--- config.mk ---
export PLATFORM = sky130hd
export DESIGN_NAME = gcd_lcm_unit
export DESIGN_NICKNAME = d
export VERILOG_FILES = /design/src/hw/rtl/gcl_pkg.sv /design/src/hw/rtl/gcl_datapath.sv /design/src/hw/rtl/gcl_ctrl.sv /design/src/hw/rtl/gcd_lcm_unit.sv
export SDC_FILE = /design/constraint.sdc
export NUM_CORES = 2
export LEC_CHECK = 0
export CELL_PAD_IN_SITES_DETAIL_PLACEMENT = 1
export CELL_PAD_IN_SITES_GLOBAL_PLACEMENT = 2
export CORE_MARGIN = 3
export CORE_UTILIZATION = 40
export DETAILED_ROUTE_END_ITERATION = 10
export DONT_BUFFER_PORTS = 1
export HOLD_SLACK_MARGIN = 0.08
export PLACE_DENSITY = 0.85
export RECOVER_POWER = 50
export SETUP_SLACK_MARGIN = 0.15
export SYNTH_ARGS = -nofsm -noshare
export SYNTH_HDL_FRONTEND = slang
export SYNTH_SLANG_ARGS = --single-unit
--- constraint.sdc ---
create_clock -name clk -period 7.4 [get_ports clk]
set_input_delay 2.22 -clock clk [delete_from_list [all_inputs] [get_ports clk]]
set_output_delay 2.22 -clock clk [all_outputs]
set_load 0.01 [all_outputs]
--- src/hw/rtl/gcl_pkg.sv ---
// Shared constants and control/status types of the GCD/LCM unit.
`timescale 1ns / 1ps
`default_nettype none

package gcl_pkg;

  localparam int DATA_BITS  = 31;
  localparam int CNT_BITS   = $clog2(DATA_BITS);
  localparam int TDATA_BITS = ((2 * DATA_BITS + 7) / 8) * 8;
  localparam int TUSER_BITS = 2;

  // tuser bit positions of the result beat
  localparam int USER_OVERFLOW = 0;
  localparam int USER_ERROR    = 1;

  typedef struct packed {
    logic load;        // capture operands, order them, flag zeros
    logic div_start;   // initialise the divider
    logic div_sel_lcm; // divider operands: op_a / gcd instead of big / small
    logic div_step;    // one restoring-division step
    logic gcd_update;  // big <= small, small <= remainder
    logic mul;         // product <= quotient * op_b
    logic out_load;    // fill the result register
  } gcl_cmd_t;

  typedef struct packed {
    logic err;         // an operand was zero
    logic small_zero;  // Euclid's loop has finished
    logic div_last;    // divider is on its final step
  } gcl_status_t;

endpackage

`default_nettype wire

--- src/hw/rtl/gcl_datapath.sv ---
// Datapath: operand registers, shared bit-serial divider, multiplier and result register.
`timescale 1ns / 1ps
`default_nettype none

module gcl_datapath import gcl_pkg::*; (
  input  wire logic                  clk,
  input  wire logic [TDATA_BITS-1:0] s_tdata,
  input  wire gcl_cmd_t              cmd,
  output gcl_status_t                status,
  output logic      [TDATA_BITS-1:0] m_tdata,
  output logic      [TUSER_BITS-1:0] m_tuser
);

  localparam int D = DATA_BITS;

  logic [D-1:0]        op_a, op_b;
  logic [D-1:0]        big, lesser;
  logic                err;
  logic [D-1:0]        rem, dvd, dvs;
  logic [CNT_BITS-1:0] cnt;
  logic [2*D-1:0]      prod;

  logic [D-1:0] in_a, in_b;
  logic [D:0]   rem_sh, diff;
  logic         ge;
  logic         ovf;

  logic [D-1:0] res_div, res_mul;
  logic         res_ovf, res_err;

  assign in_a = s_tdata[D-1:0];
  assign in_b = s_tdata[2*D-1:D];

  // restoring division: quotient bits shift into dvd as dividend bits leave it
  assign rem_sh = {rem, dvd[D-1]};
  assign ge     = rem_sh >= {1'b0, dvs};
  assign diff   = rem_sh - {1'b0, dvs};

  assign ovf = |prod[2*D-1:D];

  always_ff @(posedge clk) begin
    if (cmd.load) begin
      op_a   <= in_a;
      op_b   <= in_b;
      big    <= (in_a > in_b) ? in_a : in_b;
      lesser <= (in_a > in_b) ? in_b : in_a;
      err    <= (in_a == '0) || (in_b == '0);
    end else if (cmd.gcd_update) begin
      big    <= lesser;
      lesser <= rem;
    end

    if (cmd.div_start) begin
      rem <= '0;
      cnt <= '0;
      dvd <= cmd.div_sel_lcm ? op_a : big;
      dvs <= cmd.div_sel_lcm ? big  : lesser;
    end else if (cmd.div_step) begin
      rem <= ge ? diff[D-1:0] : rem_sh[D-1:0];
      dvd <= {dvd[D-2:0], ge};
      cnt <= cnt + 1'b1;
    end

    if (cmd.mul) begin
      prod <= {{D{1'b0}}, dvd} * {{D{1'b0}}, op_b};
    end

    if (cmd.out_load) begin
      if (err) begin
        res_div <= '0;
        res_mul <= '0;
        res_ovf <= 1'b0;
        res_err <= 1'b1;
      end else begin
        res_div <= big;
        res_mul <= ovf ? {D{1'b1}} : prod[D-1:0];
        res_ovf <= ovf;
        res_err <= 1'b0;
      end
    end
  end

  assign status.err        = err;
  assign status.small_zero = (lesser == '0);
  assign status.div_last   = (cnt == CNT_BITS'(D - 1));

  assign m_tdata = {{(TDATA_BITS - 2*D){1'b0}}, res_mul, res_div};
  assign m_tuser = {res_err, res_ovf};

endmodule

`default_nettype wire

--- src/hw/rtl/gcl_ctrl.sv ---
// Controller: sequences Euclid's loop, the quotient for the multiple and the result handshake.
`timescale 1ns / 1ps
`default_nettype none

module gcl_ctrl import gcl_pkg::*; (
  input  wire logic        clk,
  input  wire logic        rst,
  input  wire logic        s_tvalid,
  output logic             s_tready,
  output logic             m_tvalid,
  input  wire logic        m_tready,
  input  wire gcl_status_t status,
  output gcl_cmd_t         cmd
);

  typedef enum logic [6:0] {
    S_IDLE = 7'b0000001,
    S_TEST = 7'b0000010,
    S_GDIV = 7'b0000100,
    S_GUPD = 7'b0001000,
    S_LDIV = 7'b0010000,
    S_MUL  = 7'b0100000,
    S_FIN  = 7'b1000000
  } state_t;

  state_t state, state_next;
  logic   m_tvalid_next;

  always_comb begin
    state_next    = state;
    cmd           = '0;
    s_tready      = 1'b0;
    m_tvalid_next = m_tvalid & ~m_tready;
    case (state)
      S_IDLE: begin
        s_tready = 1'b1;
        if (s_tvalid) begin
          cmd.load   = 1'b1;
          state_next = S_TEST;
        end
      end
      S_TEST: begin
        if (status.err) begin
          state_next = S_FIN;
        end else if (status.small_zero) begin
          cmd.div_start   = 1'b1;
          cmd.div_sel_lcm = 1'b1;
          state_next      = S_LDIV;
        end else begin
          cmd.div_start = 1'b1;
          state_next    = S_GDIV;
        end
      end
      S_GDIV: begin
        cmd.div_step = 1'b1;
        if (status.div_last) state_next = S_GUPD;
      end
      S_GUPD: begin
        cmd.gcd_update = 1'b1;
        state_next     = S_TEST;
      end
      S_LDIV: begin
        cmd.div_step = 1'b1;
        if (status.div_last) state_next = S_MUL;
      end
      S_MUL: begin
        cmd.mul    = 1'b1;
        state_next = S_FIN;
      end
      S_FIN: begin
        if (!m_tvalid || m_tready) begin
          cmd.out_load  = 1'b1;
          m_tvalid_next = 1'b1;
          state_next    = S_IDLE;
        end
      end
      default: begin
        state_next = S_IDLE;
      end
    endcase
  end

  always_ff @(posedge clk) begin
    if (rst) begin
      state    <= S_IDLE;
      m_tvalid <= 1'b0;
    end else begin
      state    <= state_next;
      m_tvalid <= m_tvalid_next;
    end
  end

endmodule

`default_nettype wire

--- src/hw/rtl/gcd_lcm_unit.sv ---
// Top level of the GCD/LCM unit: controller, datapath and checks.
// Euclid's loop runs k remainder steps, one division each, before the quotient for the
//   multiple is formed; k is at most 44 for 31-bit operands.
// Throughput: one pair at a time, set by the single bit-serial divider (one bit a cycle).
// A zero operand skips the divider and goes straight to the result. A result waits in its
//   output register while the next pair is accepted.
// Reset (rst, synchronous, active high) clears the controller and the result valid only.
`timescale 1ns / 1ps
`default_nettype none

module gcd_lcm_unit import gcl_pkg::*; (
  input  wire logic                  clk,
  input  wire logic                  rst,
  input  wire logic                  s_tvalid,
  output logic                       s_tready,
  // s_tdata, from bit 0: first_value[30:0], second_value[30:0], zero pad
  input  wire logic [TDATA_BITS-1:0] s_tdata,
  output logic                       m_tvalid,
  input  wire logic                  m_tready,
  // m_tdata, from bit 0: divisor[30:0], multiple[30:0], zero pad
  output logic      [TDATA_BITS-1:0] m_tdata,
  // m_tuser, from bit 0: overflow, input_error
  output logic      [TUSER_BITS-1:0] m_tuser
);

  gcl_cmd_t    cmd;
  gcl_status_t status;

  // The controller owns both handshakes; the datapath only follows commands.
  gcl_ctrl u_ctrl (
    .clk      (clk),
    .rst      (rst),
    .s_tvalid (s_tvalid),
    .s_tready (s_tready),
    .m_tvalid (m_tvalid),
    .m_tready (m_tready),
    .status   (status),
    .cmd      (cmd)
  );

  // One divider serves both Euclid's remainders and the op_a / gcd quotient.
  gcl_datapath u_datapath (
    .clk     (clk),
    .s_tdata (s_tdata),
    .cmd     (cmd),
    .status  (status),
    .m_tdata (m_tdata),
    .m_tuser (m_tuser)
  );

  // Once a pair is taken the unit is busy for at least the next cycle.
  a_busy_after_beat: assert property (@(posedge clk) disable iff (rst)
    (s_tvalid && s_tready) |=> !s_tready)
    else $error("input ready again straight after an input beat");

  // An error beat carries zeros and no overflow.
  a_error_zeros: assert property (@(posedge clk) disable iff (rst)
    (m_tvalid && m_tuser[USER_ERROR]) |-> (m_tdata == '0 && !m_tuser[USER_OVERFLOW]))
    else $error("error result with non-zero fields");

  // A saturated multiple is all ones.
  a_saturate: assert property (@(posedge clk) disable iff (rst)
    (m_tvalid && m_tuser[USER_OVERFLOW]) |->
      (m_tdata[2*DATA_BITS-1:DATA_BITS] == {DATA_BITS{1'b1}}))
    else $error("overflow flagged without saturated multiple");

  // A valid pair never yields a zero divisor or a zero multiple.
  a_nonzero: assert property (@(posedge clk) disable iff (rst)
    (m_tvalid && !m_tuser[USER_ERROR]) |->
      (m_tdata[DATA_BITS-1:0] != '0 && m_tdata[2*DATA_BITS-1:DATA_BITS] != '0))
    else $error("zero divisor or multiple on a valid pair");

endmodule

`default_nettype wire
# Word level (Yosys, flattened, before mapping)
# Index checks and enable logic that the tools add are counted.
# classes
n_eq_ne	12
mux	33
bitwise_logic	2
multipliers	1
n_reduce_logical	11
n_addsub	2
order_cmp	2
# ops
cell	count
two-way mux 31 bit	12
zero test 31 bit	3
multiplier 31 x 31 -> 62 bit	1
case mux 7 bit (7 select lines)	1
two-way mux 7 bit	5
greater-or-equal comparator 32 x 31 -> 1 bit	1
> comparator 31 bit	1
OR reduction 31 bit	1
subtractor 31 bit	1
two-way mux 1 bit	12
equality test 7 x 1 -> 1 bit (second input constant)	1
equality test 7 x 2 -> 1 bit (second input constant)	1
equality test 7 x 3 -> 1 bit (second input constant)	1
equality test 7 x 4 -> 1 bit (second input constant)	1
equality test 7 x 5 -> 1 bit (second input constant)	1
equality test 7 x 6 -> 1 bit (second input constant)	1
equality test 7 bit (second input constant)	1
!= test 2 bit (second input constant)	3
adder 5 x 1 -> 5 bit (second input constant)	1
equality test 5 bit (second input constant)	1
two-way mux 5 bit	1
two-way mux 2 bit	2
AND reduction 4 bit	1
nonzero test 2 bit	2
6 further kinds	7
# totals
elab_cells	79
register_bits	357
inputBits	68
output_inout_bits	68

# Depth between registers and ports, before layout
# logic_depth
ltp_word	6
mapped_depth	28

# By module
# Synthesis repeated with hierarchy kept, for this count alone.
# unflattened
hier_cells	4900
hier_area_um2	48176.2
# modules_own_cells
module	cells_each	area_each_um2	n_inst
gcl_datapath	4843	47708.3	1
gcl_ctrl	57	467.9	1

# Worst setup path before layout
# Ideal clock, no wire load.
# synth_path
path_kind	flip-flop to flip-flop
startpoint	register u_ctrl.state[2]
endpoint	register u_datapath.prod[0], enable pin
period_less_slack_ns	7.655
slack_ns	-0.255
path_stages_with_launch	4
t_arrival_ns	6.998
n_path_buf	0
cell_sequence	dfxtp_1 -> nor2_1 -> nand2_1 -> nor4b_1
# synth_between
elab_chain_cells	2
# synth_rtl
item	line	rtl
start, declared	gcl_ctrl.sv:26	state_t state, state_next;
start signal, assigned	gcl_ctrl.sv:88	state <= state_next;
equality test 7 x 6 -> 1 bit	gcl_ctrl.sv:34	case (state)
two-way mux 1 bit	gcl_ctrl.sv:34	
end signal, assigned	gcl_datapath.sv:65	prod <= {{D{1'b0}}, dvd} * {{D{1'b0}}, op_b};
end, declared	gcl_datapath.sv:21	logic [2*D-1:0] prod;
# Every way passes these cells.
# A chain may end at the register's enable or synchronous reset.

# Final worst setup path
# layout_path
startpoint	register u_datapath.dvd[16]
endpoint	register u_datapath.prod[57] (data pin)
# layout_between
elab_chain_cells	1
# layout_rtl
item	line	rtl
start, declared	gcl_datapath.sv:19	logic [D-1:0] rem, dvd, dvs;
start signal, assigned	gcl_datapath.sv:56	dvd <= cmd.div_sel_lcm ? op_a : big;
start signal, assigned	gcl_datapath.sv:60	dvd <= {dvd[D-2:0], ge};
multiplier 31 x 31 -> 62 bit	gcl_datapath.sv:65	
# Every way passes these cells.

==> results.json <==
{
  "holdBufCountCts": 0,
  "cp_data_required_time_ns": 7.72,
  "clock_path_buffers": 3,
  "finalSetupViolCount": 20,
  "drv_slew": 383,
  "clock-root-buffer": "clkbuf_16",
  "synth_compound_area_share_pct": 7.10,
  "initial_core_util_pct": 40.4,
  "io_pins": 136,
  "final_nets": 6315,
  "num_rows": 126,
  "ys_types": 71,
  "ys.flop_type": "edfxtp_1",
  "maxSlewHeadroom_pct": -176,
  "period_minus_slack_ns": 7.74,
  "port-buffer-count": 0,
  "post-route-util_pct": 47.0,
  "crit_arrival_ns": 8.06,
  "grtUsageTotal_pct": 23.6,
  "grt_pass1_vias": 39542,
  "synth_top_area_cell": "fa_1",
  "hold_path_class": "register to register",
  "finalHoldViolations": 0,
  "synth_edf_count": 313,
  "min_to": "u_datapath.rem[9]$_SDFFE_PP0P_",
  "synthAdderAreaFrac_pct": 43.5,
  "drt-total-wl_um": 147000,
  "synth_top_family_by_area": "adder cells",
  "grt_pass1_wl_um": 227000,
  "synthMuxAreaShare_pct": 2.14,
  "syn_to_final_growth_pct": 16.4,
  "startpoint_type": "register",
  "grt_start_max_net_pins": 103,
  "avgSynthCellArea_um2": 9.84,
  "ff2ff_path_depth": 25,
  "route.detailed.drc": 0,
  "fin_hold_ws_ns": 0.517,
  "synthXorXnorAreaFrac_pct": 1.71,
  "finalNonFillerCells": 6658,
  "fin_skew_ns": 0.0400,
  "async_reset_ff_share_pct": 0,
  "die_h_um": 352,
  "cpPeakStageDelay_ns": 0.59,
  "fin_tns_setup_ns": -3.16,
  "core_area_um2": 118000,
  "cts-htree-levels": 2,
  "path_clk_slew_ns": 0.06,
  "rsz0062_at_grt": "yes",
  "cts_sinks": 357,
  "drt_iter0_drc": 2018,
  "clock.fmax_mhz": 129,
  "rr_startpoint": "u_datapath.dvd[16]$_DFFE_PP_",
  "fillCellCount": 13098,
  "timing.rr.end": "u_datapath.prod[57]$_DFFE_PP_",
  "min_path_cells": 2,
  "ys_warn_count": 0,
  "synth_seq_cells": 357,
  "dpl.hpwl_um": 115000,
  "ys_seq_area_share_pct": 21.5,
  "fp.dieW_um": 352,
  "tritoncts": "yes",
  "synthSimpleGateAreaFrac_pct": 14.9,
  "cp.buffers_inverters": 6,
  "layout_setup_ws_ns": -0.337,
  "ant_nets": 0,
  "globalplace.congestion": 0.867,
  "period_share_pct": 105,
  "synth_area_leaders": "fa_1 (35%), edfxtp_1 (20%), ha_1 (8.4%)",
  "cp_top_family": "adder cells",
  "syn_inst": 4855,
  "avgViaCountPerCell": 5.31,
  "final_common_cell": "inv_1",
  "layout_common_cells": "inv_1 (845), fa_1 (792), nand2_1 (648), and2_1 (454), buf_4 (338)",
  "cpMostUsedCell": "fa_1",
  "crit_type": "register to register",
  "wl_per_cell_um": 22.1,
  "cap_violations": 8,
  "setup.worst_path.end_class": "register",
  "crit_fanout": 4,
  "worstMarginPinSlew_ns": 4.14,
  "die_area_um2": 124000,
  "grt_overflow": 0,
  "worst_hold_startpoint": "u_datapath.rem[9]$_SDFFE_PP0P_",
  "numCtsBuffers": 40,
  "via_count": 35365,
  "drive_above_1_share_pct": 15.2,
  "drtPass1Iterations": 5,
  "rrSetupSlack_ns": -0.34,
  "status": "finished with violations",
  "violations": "capacitance limit, slew limit, setup timing",
  "clk_latency_ns": 0.61,
  "antenna_found_initial": 1,
  "dp.cells": 6467,
  "synth_top_cell_area_share_pct": 35.1,
  "cpMaxStageDelayCell": "fa_1",
  "netlist_area_um2": 47800
}
==> state kept, by name (all words and copies together) (netlist names), 31 cells and up <==
register and cells:
u_datapath.dvd 31, u_datapath.op_b 31, u_datapath.op_a 31, u_datapath.res_div 31, u_datapath.lesser 31, u_datapath.dvs 31
u_datapath.rem 31, u_datapath.prod 62, u_datapath.big 31, u_datapath.res_mul 31
==> cells by family after synthesis <==
family	count (synthesis)
other cells	1
simple gates	1431
flops	357
fa+ha+maj	1157
compound gates	552
buf+inv	1162
xor+xnor	93
mux	102
==> worst max-delay path by stage <==
stage,start,endpoint,slack (ns),cells past startpoint
4_1_cts,u_datapath.dvd[11]$_DFFE_PP_,u_datapath.prod[57]$_DFFE_PP_,-0.20,25
5_1_grt,u_datapath.dvd[16]$_DFFE_PP_,u_datapath.prod[46]$_DFFE_PP_,-0.52,28
3_5_place_dp,u_datapath.dvd[15]$_DFFE_PP_,u_datapath.prod[60]$_DFFE_PP_,-0.52,23
3_3_place_gp,u_datapath.dvd[15]$_DFFE_PP_,u_datapath.prod[55]$_DFFE_PP_,-0.41,25
2_1_floorplan,u_datapath.dvd[17]$_DFFE_PP_,u_datapath.prod[55]$_DFFE_PP_,0.19,23
6_report,u_datapath.dvd[16]$_DFFE_PP_,u_datapath.prod[57]$_DFFE_PP_,-0.34,25
==> routing by layer <==
| layer | up-vias | track usage [%] | wire length [um] |
|---|---|---|---|
| met2 | 808 | 40.9 | 73700 |
| met1 | 18795 | 31.6 | 63800 |
| met3 | 159 | 3.21 | 6760 |
| li1 | 15603 | - | - |
| met4 | 0 | 5.11 | 2860 |
| met5 | - | 0 | 0 |
==> tightest hold or removal path: cells and delay by family, from the launching register on <==
kind               cells  cell delay, ns
AOI/OAI and AO/OA      1            0.07
DFF                    1            0.34
and+or+nand+nor        1            0.07
==> cell usage after synthesis, types with 21 or more instances <==
master	count
fa_1	838
o21bai_1	21
edfxtp_1	313
nor2b_1	40
xor2_1	35
ha_1	319
xnor2_1	58
nand4_1	41
clkbuf_1	263
nand3_1	43
inv_1	884
nor4_1	31
o21ai_0	219
a21o_1	99
nand2_1	659
a21oi_1	111
dfxtp_1	44
and2_1	483
nor2_1	65
mux2i_1	101
==> what timing repair did <==
| item | CTS | global route |
|---|---|---|
| pin swaps | 174 | 92 |
| setup buffers | 72 | 39 |
| setup endpoints to repair | 31 | 36 |
| gates cloned | 2 | 5 |
| resized for setup | 251 | 140 |
==> per-stage QoR <==
| stage | worst slack, ns | area, um^2 |
|---|---|---|
| 2_1_floorplan | 0.189 | 47800 |
| 3_3_place_gp | -0.413 | 51700 |
| 3_5_place_dp | -0.516 | 51700 |
| 4_1_cts | -0.203 | 54700 |
| 5_1_grt | -0.522 | 55600 |
| 6_report | -0.337 | 55600 |
==> final cells by class <==
class,count,area (um^2),area share [%]
multi-input combinational,3337,34300,61.7
sequential,357,10300,18.5
timing repair buffer,469,4300,7.74
inverter,885,3320,5.97
tap,1536,1920,3.46
clock buffer,45,1020,1.83
clock inverter,28,452,0.812
antenna,1,2.50,0.00450
Power is not shown: default switching activity piles up to over one toggle a cycle in this logic, so the estimate is an artifact.
